--- src/hdl/sha_pkg.sv ---
package sha_pkg;

	localparam int unsigned CountW = 61;
	localparam logic [7:0] PadByte = 8'h80;
	localparam logic [5:0] LenPos = 6'd56;

	typedef struct packed {
		logic [7:0] data;
		logic       has_byte;
		logic       eom;
	} cmd_t;

	typedef enum logic [2:0] {
		ST_IDLE,
		ST_PAD,
		ST_COMP,
		ST_DONE,
		ST_OUT
	} bst_t;

	function automatic logic [31:0] rotr(input logic [31:0] x, input int unsigned n);
		rotr = (x >> n) | (x << (32 - n));
	endfunction

	function automatic logic [31:0] round_k(input logic [5:0] t);
		logic [31:0] k [64];
		k = '{
			32'h428a2f98,32'h71374491,32'hb5c0fbcf,32'he9b5dba5,32'h3956c25b,32'h59f111f1,
			32'h923f82a4,32'hab1c5ed5,32'hd807aa98,32'h12835b01,32'h243185be,32'h550c7dc3,
			32'h72be5d74,32'h80deb1fe,32'h9bdc06a7,32'hc19bf174,32'he49b69c1,32'hefbe4786,
			32'h0fc19dc6,32'h240ca1cc,32'h2de92c6f,32'h4a7484aa,32'h5cb0a9dc,32'h76f988da,
			32'h983e5152,32'ha831c66d,32'hb00327c8,32'hbf597fc7,32'hc6e00bf3,32'hd5a79147,
			32'h06ca6351,32'h14292967,32'h27b70a85,32'h2e1b2138,32'h4d2c6dfc,32'h53380d13,
			32'h650a7354,32'h766a0abb,32'h81c2c92e,32'h92722c85,32'ha2bfe8a1,32'ha81a664b,
			32'hc24b8b70,32'hc76c51a3,32'hd192e819,32'hd6990624,32'hf40e3585,32'h106aa070,
			32'h19a4c116,32'h1e376c08,32'h2748774c,32'h34b0bcb5,32'h391c0cb3,32'h4ed8aa4a,
			32'h5b9cca4f,32'h682e6ff3,32'h748f82ee,32'h78a5636f,32'h84c87814,32'h8cc70208,
			32'h90befffa,32'ha4506ceb,32'hbef9a3f7,32'hc67178f2};
		round_k = k[t];
	endfunction

	function automatic logic [31:0] init_h(input logic [2:0] i);
		logic [31:0] h [8];
		h = '{32'h6a09e667,32'hbb67ae85,32'h3c6ef372,32'ha54ff53a,
			32'h510e527f,32'h9b05688c,32'h1f83d9ab,32'h5be0cd19};
		init_h = h[i];
	endfunction

endpackage

--- src/hdl/sha_front.sv ---
module sha_front
	import sha_pkg::*;
#(
	parameter int unsigned Depth = 4
) (
	input  logic       clk,
	input  logic       arst_n,
	input  logic       push,
	output logic       full,
	input  logic [7:0] message_byte,
	input  logic       byte_present,
	input  logic       end_of_message,
	output logic       cmd_valid,
	output cmd_t       cmd,
	input  logic       cmd_take
);
	localparam int unsigned AW = (Depth > 1) ? $clog2(Depth) : 1;

	cmd_t          mem_q [Depth];
	logic [AW-1:0] wr_q, rd_q;
	logic [AW:0]   cnt_q;
	logic          wr, rd;

	assign full      = (cnt_q == (AW+1)'(Depth));
	assign cmd_valid = (cnt_q != '0);
	assign cmd       = mem_q[rd_q];
	// idle items are dropped here
	assign wr = push && !full && (byte_present || end_of_message);
	assign rd = cmd_take && cmd_valid;

	always_ff @(posedge clk) begin
		if (wr) begin
			mem_q[wr_q] <= '{data: message_byte, has_byte: byte_present, eom: end_of_message};
		end
	end

	always_ff @(posedge clk or negedge arst_n) begin
		if (!arst_n) begin
			wr_q  <= '0;
			rd_q  <= '0;
			cnt_q <= '0;
		end else begin
			if (wr) wr_q <= (wr_q == AW'(Depth-1)) ? '0 : wr_q + 1'b1;
			if (rd) rd_q <= (rd_q == AW'(Depth-1)) ? '0 : rd_q + 1'b1;
			cnt_q <= cnt_q + (AW+1)'(wr) - (AW+1)'(rd);
		end
	end
endmodule

--- src/hdl/sha_core.sv ---
module sha_core
	import sha_pkg::*;
(
	input  logic        clk,
	input  logic        arst_n,
	input  logic        cmd_valid,
	input  cmd_t        cmd,
	output logic        cmd_take,
	output logic        empty,
	input  logic        pop,
	output logic [31:0] digest_word,
	output logic [2:0]  word_index,
	output logic        last_word
);
	bst_t              st_q, st_d;
	logic [31:0]       h_q [8];
	logic [31:0]       v_q [8];
	logic [31:0]       w_q [16];
	logic [CountW-1:0] cnt_q;
	logic [5:0]        pos_q;
	logic [5:0]        rnd_q;
	logic              final_q;
	logic              mark_q;
	logic              len_q;
	logic [2:0]        oidx_q;

	logic        byte_wr;
	logic [7:0]  byte_val;
	logic [5:0]  byte_pos;
	logic        start_comp;
	logic        len_start;
	logic [31:0] s0, s1, w_new, t1, t2;
	logic [63:0] bits;

	assign bits = {cnt_q, 3'b000};
	assign s0 = rotr(w_q[1], 7) ^ rotr(w_q[1], 18) ^ (w_q[1] >> 3);
	assign s1 = rotr(w_q[14], 17) ^ rotr(w_q[14], 19) ^ (w_q[14] >> 10);
	assign w_new = s1 + w_q[9] + s0 + w_q[0];
	assign t1 = v_q[7] + (rotr(v_q[4], 6) ^ rotr(v_q[4], 11) ^ rotr(v_q[4], 25))
		+ ((v_q[4] & v_q[5]) ^ (~v_q[4] & v_q[6])) + round_k(rnd_q) + w_q[0];
	assign t2 = (rotr(v_q[0], 2) ^ rotr(v_q[0], 13) ^ rotr(v_q[0], 22))
		+ ((v_q[0] & v_q[1]) ^ (v_q[0] & v_q[2]) ^ (v_q[1] & v_q[2]));

	always_comb begin
		st_d = st_q;
		unique case (st_q)
			ST_IDLE: begin
				if (cmd_valid) begin
					if (cmd.has_byte && pos_q == 6'd63) st_d = ST_COMP;
					else if (cmd.eom)                   st_d = ST_PAD;
				end
			end
			ST_PAD: begin
				if (pos_q == 6'd63 || pos_q == LenPos - 6'd1) st_d = ST_COMP;
			end
			ST_COMP: if (rnd_q == 6'd63) st_d = ST_DONE;
			ST_DONE: begin
				if (len_q)        st_d = ST_OUT;
				else if (final_q) st_d = ST_PAD;
				else              st_d = ST_IDLE;
			end
			ST_OUT: if (pop && oidx_q == 3'd7) st_d = ST_IDLE;
			default: st_d = ST_IDLE;
		endcase
	end

	always_comb begin
		cmd_take   = 1'b0;
		byte_wr    = 1'b0;
		byte_val   = cmd.data;
		byte_pos   = pos_q;
		start_comp = 1'b0;
		len_start  = 1'b0;
		unique case (st_q)
			ST_IDLE: begin
				cmd_take   = cmd_valid;
				byte_wr    = cmd_valid && cmd.has_byte;
				start_comp = cmd_valid && cmd.has_byte && pos_q == 6'd63;
			end
			ST_PAD: begin
				// marker byte first, then zeros; length goes in after byte 55
				byte_wr    = 1'b1;
				byte_val   = mark_q ? PadByte : 8'h00;
				len_start  = (pos_q == LenPos - 6'd1);
				start_comp = (pos_q == 6'd63) || (pos_q == LenPos - 6'd1);
			end
			default: ;
		endcase
	end

	assign empty       = (st_q != ST_OUT);
	assign digest_word = h_q[oidx_q];
	assign word_index  = oidx_q;
	assign last_word   = (oidx_q == 3'd7);

	always_ff @(posedge clk or negedge arst_n) begin
		if (!arst_n) begin
			st_q    <= ST_IDLE;
			cnt_q   <= '0;
			pos_q   <= '0;
			rnd_q   <= '0;
			final_q <= 1'b0;
			mark_q  <= 1'b0;
			len_q   <= 1'b0;
			oidx_q  <= '0;
			for (int i = 0; i < 8; i++) h_q[i] <= init_h(3'(i));
		end else begin
			st_q <= st_d;
			if (byte_wr) pos_q <= pos_q + 6'd1;
			if (st_q == ST_IDLE && cmd_valid && cmd.has_byte) cnt_q <= cnt_q + 1'b1;
			if (st_q == ST_IDLE && cmd_valid && cmd.eom) begin
				final_q <= 1'b1;
				mark_q  <= 1'b1;
			end
			if (st_q == ST_PAD) mark_q <= 1'b0;
			if (start_comp && len_start) len_q <= 1'b1;
			if (st_q == ST_COMP) rnd_q <= rnd_q + 6'd1;
			if (st_q == ST_DONE) begin
				for (int i = 0; i < 8; i++) h_q[i] <= h_q[i] + v_q[i];
			end
			if (st_q == ST_OUT && pop) begin
				oidx_q <= oidx_q + 3'd1;
				if (oidx_q == 3'd7) begin
					for (int i = 0; i < 8; i++) h_q[i] <= init_h(3'(i));
					cnt_q   <= '0;
					final_q <= 1'b0;
					len_q   <= 1'b0;
					pos_q   <= '0;
				end
			end
		end
	end

	// block word shift register: shifts during rounds to form the schedule
	always_ff @(posedge clk) begin
		if (st_q == ST_COMP) begin
			for (int i = 0; i < 15; i++) w_q[i] <= w_q[i+1];
			w_q[15] <= w_new;
			v_q[7] <= v_q[6]; v_q[6] <= v_q[5]; v_q[5] <= v_q[4];
			v_q[4] <= v_q[3] + t1;
			v_q[3] <= v_q[2]; v_q[2] <= v_q[1]; v_q[1] <= v_q[0];
			v_q[0] <= t1 + t2;
		end else begin
			if (byte_wr) begin
				w_q[byte_pos[5:2]][{~byte_pos[1:0], 3'b000} +: 8] <= byte_val;
			end
			if (start_comp) begin
				for (int i = 0; i < 8; i++) v_q[i] <= h_q[i];
				if (len_start) begin
					w_q[14] <= bits[63:32];
					w_q[15] <= bits[31:0];
				end
			end
		end
	end
endmodule

--- src/hdl/sha256_message_hasher_unit.sv ---
// SHA-256 over a byte stream. Push one item per transaction: a byte, a bare end
// marker, or both; after end of message the eight digest words pop in order,
// word_index 0 first. A front queue takes items while the core works. The core
// takes bytes only while idle; each 64-byte block then runs 64 rounds and a
// feed-forward step, during which no bytes are taken. Padding writes the marker
// and zero bytes at one per cycle, possibly adding a second block.
module sha256_message_hasher_unit
	import sha_pkg::*;
#(
	parameter int unsigned QueueDepth = 4
) (
	input  logic        clk,
	input  logic        arst_n,
	input  logic        push,
	output logic        full,
	input  logic [7:0]  message_byte,
	input  logic        byte_present,
	input  logic        end_of_message,
	output logic        empty,
	input  logic        pop,
	output logic [31:0] digest_word,
	output logic [2:0]  word_index,
	output logic        last_word
);
	logic cmd_valid, cmd_take;
	cmd_t cmd;

	sha_front #(.Depth(QueueDepth)) u_front (
		.clk, .arst_n, .push, .full, .message_byte, .byte_present, .end_of_message,
		.cmd_valid, .cmd, .cmd_take
	);

	sha_core u_core (
		.clk, .arst_n, .cmd_valid, .cmd, .cmd_take, .empty, .pop,
		.digest_word, .word_index, .last_word
	);
endmodule
--- config.mk ---
export PLATFORM = sky130hd
export DESIGN_NAME = sha256_message_hasher_unit
export DESIGN_NICKNAME = d
export VERILOG_FILES = /design/src/hdl/sha_pkg.sv /design/src/hdl/sha_front.sv /design/src/hdl/sha_core.sv /design/src/hdl/sha256_message_hasher_unit.sv
export SDC_FILE = /design/constraint.sdc
export NUM_CORES = 2
export LEC_CHECK = 0
export BUFFER_PORTS_ARGS = -buffer_cell sky130_fd_sc_hd__buf_2
export CELL_PAD_IN_SITES_DETAIL_PLACEMENT = 2
export CELL_PAD_IN_SITES_GLOBAL_PLACEMENT = 2
export CORE_ASPECT_RATIO = 0.9
export CORE_MARGIN = 3
export CORE_UTILIZATION = 35
export CTS_CLUSTER_DIAMETER = 40
export DETAILED_ROUTE_END_ITERATION = 8
export MAX_ROUTING_LAYER = met4
export PLACE_DENSITY = 0.84
export SYNTH_ARGS = -nofsm -noshare
export SYNTH_HDL_FRONTEND = slang
export SYNTH_HIERARCHICAL = 1
export SYNTH_SLANG_ARGS = --single-unit
--- constraint.sdc ---
create_clock -name clk -period 8.4 [get_ports clk]
set_clock_uncertainty 0.2 [all_clocks]
set_input_delay 1.26 -clock clk [delete_from_list [all_inputs] [get_ports clk]]
set_output_delay 1.26 -clock clk [all_outputs]
set_load 0.02 [all_outputs]
Word level (Yosys, flattened, before mapping) --
Memories as Yosys holds them, arrays and structs flattened. Index checks and enable logic that the tools add are counted.
Word-level totals: bits in registers 345, bits in latches 0, bits in writable memories 808, bits in read-only memories 2048, input port bits 14, output and inout bits 38, word-level logic and storage cells 197, memories 4
Cells by class: add/sub/neg operators 27, multiply operators 0, div/mod/pow operators 0, $lt $le $gt $ge 2, equal/unequal tests 17, shift operators 2, muxes and demuxes 66, bitwise gates (word level) 40, reductions and logical operators 20
Memory list:
- (no name shown) | depth 64, bits a word 32, rd ports 1, clocked after memory_dff 0, write ports 0, RTL line sha_pkg.sv:39 | round_k = k[t];
- u_core.w_q | depth 16, bits a word 32, rd ports 16, clocked after memory_dff 0, write ports 16, RTL line sha_core.sv:18 | logic [31:0] w_q [16];
- u_core.v_q | depth 8, bits a word 32, rd ports 8, clocked after memory_dff 0, write ports 8, RTL line sha_core.sv:17 | logic [31:0] v_q [8];
- u_front.mem_q | depth 4, bits a word 10, rd ports 1, clocked after memory_dff 0, write ports 1, RTL line sha_front.sv:19 | cmd_t mem_q [Depth];
Operators with widths (count):
- $mux 256 | 3
- $add 32x32->32 | 18
- $mux 32 | 17
- $xor 32x32->32 | 9
- $mux 61 | 3
- $and 32x32->32 | 5
- $bmux 32 s3 | 1
- $add 61x1->61 const B | 1
- $not 32->32 | 1
- $or 10x32->32 | 1
- $or 13x32->32 | 1
- $or 14x32->32 | 1
- $or 15x32->32 | 1
- $or 19x32->32 | 1
- $or 21x32->32 | 1
- $or 25x32->32 | 1
- $or 26x32->32 | 1
- $or 30x32->32 | 1
- $or 7x32->32 | 1
- $reduce_or 32->1 | 1
- $shift 8x7->32 const A | 1
- $shiftx 8x7->32 | 1
- $xor 32x22->32 | 1
- $xor 32x29->32 | 1
- 35 further kinds | 101

Longest topological paths before layout --
An unclocked memory read counts as a cell.
depth in word-level cells 10, depth in mapped cells 42, gate-level depth less buffers 40

Modules after synthesis --
The synthesis kept the hierarchy.
By module, submodules not included:
- sha_core | instances 1, cells each 8093, area an instance 75655.1 um^2, seq. area each 31690.4 um^2
- sha_front | instances 1, cells each 91, area an instance 1935.6 um^2, seq. area each 1376.3 um^2

Worst setup path before layout --
OpenSTA, ideal clock, no wires.
path type register to register, from register u_core.rnd_q[0], to memory u_core.v_q[0][30] (data pin), library setup time 0.267 ns, arrival time 8.497 ns, required time 7.933 ns, slack -0.563 ns, stages on the path, launching flop included 38, buffers on the path 1, period minus slack after synthesis 8.963 ns, cells stage by stage dfrtp_1 -> clkinv_1 -> ha_1 -> clkbuf_1 -> or2_2 -> a311o_1 -> o311a_1 -> a21oi_1 -> fa_1 -> fa_1 -> inv_1 -> fa_1 -> inv_1 -> ha_1 -> a21o_1 -> a21oi_1 -> o21bai_1 -> a2111oi_0 -> [... 2 more ...] -> o21bai_1 -> a21oi_1 -> xnor2_1 -> inv_1 -> fa_1 -> inv_1 -> ha_1 -> and3_1 -> and2_1 -> a221oi_1 -> nand2_1 -> o2111ai_1 -> a21oi_1 -> o31ai_1 -> o211ai_1 -> a21oi_1 -> xor2_1 -> o21ai_0
RTL lines:
- start, declared | RTL line sha_core.sv:21 | logic [5:0] rnd_q;
- start signal, assigned | RTL line sha_core.sv:117 | if (st_q == ST_COMP) rnd_q <= rnd_q + 6'd1;
- end, declared | RTL line sha_core.sv:17

==> metrics.md <==
| Metric | Value |
|---|---|
| Status | finished, violations left |
| Failing checks | max-capacitance violations, negative setup slack |
| Leading cell type in the layout, fill and taps excluded | sky130_fd_sc_hd__nand2_1 |
| Critical path's most frequent cell | sky130_fd_sc_hd__buf_6 |
| Final Hold Viols | 0 |
| Max cap viols | 1 |
| Overall die area | 227000 um2 |
| Root Buffer Master | sky130_fd_sc_hd__clkbuf_16 |
| Commonest non-fill, non-tap cells in the layout | sky130_fd_sc_hd__nand2_1 (1831), sky130_fd_sc_hd__o21ai_0 (839), sky130_fd_sc_hd__edfxtp_1 (808) |
| Launching instance or port of the critical path | u_core/rnd_q[1] |
| Number of synthesized flops with an enable pin | 808 |
| TritonCTS Buffers | about 210 |
| Count of fill cells added during filler insertion | 23.1k |
| Layout cell share with drive strength beyond 1 | 0.179 |
| Vias in the first global route | 78.0k |
| Main flop type after synthesis | sky130_fd_sc_hd__edfxtp_1 |
| Combined area of all synthesized cells | 77600 um2 |
| Final Util | 0.426 |
| Number of rows in the core area | 163 |
| Clk pin slew, worst setup/hold paths | 0.06 ns |
| Number of library cell types mapped by synthesis | 95 |
| Period Utilization, post-route | 1.15 |
| Syn Inst Count | between 8k and 9k |
| H-Tree Depth | 4 |
| Time the final worst path needs with I/O delays and setup | approximately 9.6 ns |
| DRT Pass-1 Iters | 8 |
| TritonCTS clock tree | yes |
| Syn. warnings | 6 |
| Worst-case register-to-register setup slack | -1.22 ns |
| Cell at the slowest stage of the critical path | sky130_fd_sc_hd__fa_2 |
| Number of cells on the worst reg-to-reg path | 41 |
| Placed insts | 11.2k |
| Tightest Pin Transition | 1.47 ns |
| Final count of pins violating max slew | 0 |
| Synthesis-to-finish area growth | 20.6% |
| Number of setup violations in the final report | 30 |
| Pin count of the biggest net entering global routing | between 100 and 150 |
| Most congested layer reported by global routing | met2 |
| Setup repair after global routing missed its margin | yes |
| Drt total wl | 412000 um |
| Reg-to-reg endpoint | u_core/v_q[1][27] |
| Termination of the worst setup path | u_core/v_q[1][27] |
| Req. time, crit path | 8.77 ns |
| Average detailed-routed wire length per instance | 35.3 um |
| Category of the critical setup timing path | flop to flop |
| Placeable core area | roughly 220000 um2 |
| Achievable Freq | 104 MHz |
| Fraction of met1 tracks used by global routing | 0.431 |
| Number of nets produced by synthesis | 8802 |
| Part of the Yosys area used for sequential elements | 0.426 |
| Area taken by multi-input logic gates | 43300 um2 |
| Max Buffers Root-to-Sink | 3 |
| IO Count | 52 |
| Seq. cell area | around 33000 um2 |
| Mean number of vias per cell | around 6.4 |
| Type of origin of the critical path | flop |
| Synthesized flop and latch total | 1153 |
| Routability cong. | 0.997 |
| Hold-fix buffers, CTS | 0 |
| Total via count after detailed routing | 74.5k |
| Clock Sink Count | between 1k and 1.5k |
| Critical-path maximum fanout | 4 |
| # port buffers | around 50 |
| Start of the worst register-to-register path | u_core/rnd_q[1] |
| Sum of net half-perimeters after detailed placement | 255000 um |
| Endpoint type of the worst setup path | flop |
| Width of the chip | 502 um |
| Clk Latency, worst-skew pair | 0.94 ns |
| Residual overflow from global routing | 0 |
| Worst stage delay on the critical path | 0.64 ns |
| Antenna violations before repair | 22 |
| Final worst slack | -1.22 ns |
| Antenna Nets Post-Route | 0 |
| Number of standard cells in the layout, taps in and fillers out | 11.7k |
| Endpoint arrival time on the critical path | 9.98 ns |
| Met3 track utilization from global routing | 0.0728 |
| DR DRC count | 0 |
| Violation count after the first detailed-route iteration | ~9.3k |
| Async set or reset register ratio after synthesis | 0.299 |
| Met2 track demand over resource in global routing | 0.516 |
| Starting utilization of the core area | 0.353 |
| Number of nets in the layout | roughly 9k |
| Global Route Usage Sum | 0.340 |
| Post-Synthesis Mean Instance Area | 9.48 um2 |
| Y dimension of the die | between 400 and 500 um |
| Slew headroom | 0.0118 |
| Worst min-delay path class | primary input to asynchronous set/reset pin |
| Global-route wire length before repair | 559000 um |
[worst min-delay path by stage]
stage             startpoint              end  slack [ns]  depth (start not counted)
6_report              arst_n   u_core/h_q[64]        0.22                          1
4_1_cts               arst_n  u_core/h_q[228]        0.18                          1
2_1_floorplan  u_core/mark_q    u_core/mark_q        0.26                          2
3_5_place_dp   u_core/mark_q    u_core/mark_q        0.29                          2
5_1_grt               arst_n  u_core/h_q[104]        0.23                          1
3_3_place_gp   u_core/mark_q    u_core/mark_q        0.28                          2
[timing repair]
item                       in CTS  in global routing
gates cloned                    0                  0
setup endpoints to repair      33                 32
setup buffers                  37                 38
pin swaps                      88                125
resized for setup             169                211
[registers in the layout, indices dropped and copies added (netlist names)]
name               count
u_core/w_q           512
u_core/h_q           256
u_core/v_q           256
u_core/cnt_q          61
u_front/mem_q         40
u_core/byte_pos        6
u_core/rnd_q           6
u_core/st_q            3
u_core/word_index      3
u_front/cnt_q          3
u_front/rd_q           2
u_front/wr_q           2
u_core/final_q         1
u_core/len_q           1
u_core/mark_q          1
[per-layer routing]
metal | share of wire | routed length [um]
met5 | 0 | 0
met4 | 0.066 | 27400
met3 | 0.10 | 42100
met2 | 0.45 | 185000
met1 | 0.38 | 158000
[stage by stage]
| step | hold WS, ns | area [um2] | setup TNS, ns | setup WS (ns) |
|---|---|---|---|---|
| final | 0.216 | 93600 | -18.88 | -1.22 |
| after global routing | 0.226 | 93600 | -22.14 | -1.31 |
| after CTS | 0.185 | 92400 | -3.43 | -0.547 |
| after detailed placement | 0.291 | 83900 | -18.33 | -1.41 |
| after global placement | 0.277 | 83900 | -6.48 | -0.920 |
| after floorplan | 0.262 | 77600 | -0.124 | -0.124 |
[cells by family after synthesis]
family | after synthesis | synth area share
xor+xnor | 624 | 0.0704
compound gates | 2092 | 0.160
simple gates | 2785 | 0.153
fa+ha+maj | 606 | 0.117
mux | 178 | 0.0380
buf+inv | 746 | 0.0365
flops | 1153 | 0.426
[cell type report]
cell class              count  area share
clock inverters           134      0.0196
multi-input cells        6285       0.463
inverters                 317      0.0128
diodes                     14    0.000374
well taps                2887      0.0386
repair buffers            629      0.0524
clock buffers             261      0.0600
flip-flops and latches   1153       0.354
[synth_stat cells, drive strengths merged (39+ instances only)]
| cell type | number | area, um2 |
|---|---|---|
| nand2 | 1847 | 6940 |
| o21ai | 881 | 4410 |
| edfxtp | 808 | 24300 |
| a21oi | 509 | 2550 |
| ha | 408 | 5100 |
| clkbuf | 398 | 1490 |
| xnor2 | 388 | 3400 |
| nor2 | 351 | 1330 |
| inv | 313 | 1170 |
| xor2 | 236 | 2070 |
| dfrtp | 209 | 5230 |
| fa | 196 | 3920 |
| a21o | 178 | 1340 |
| nand3 | 152 | 773 |
| dfstp | 136 | 3570 |
| o211ai | 110 | 826 |
| mux4 | 84 | 1910 |
| nor3 | 81 | 417 |
| nand2b | 79 | 494 |
| mux2 | 63 | 724 |
| a31oi | 60 | 375 |
| a211oi | 58 | 435 |
| o21a | 52 | 390 |
| and3 | 45 | 282 |
| nor2b | 41 | 257 |
| o21bai | 40 | 300 |
| or3 | 39 | 259 |
[worst max-delay path, delay by kind of cell, from the launching register on]
family	cells	cell delay, ns
compound gates	18	3.63
xor+xnor	2	0.32
fa+ha+maj	7	2.74
buf+inv	9	1.14
flops	1	0.46
simple gates	5	0.81
Power is left out: the tool's default activity adds up to more than one toggle a clock period on the data nets, which glitch-free logic cannot reach.
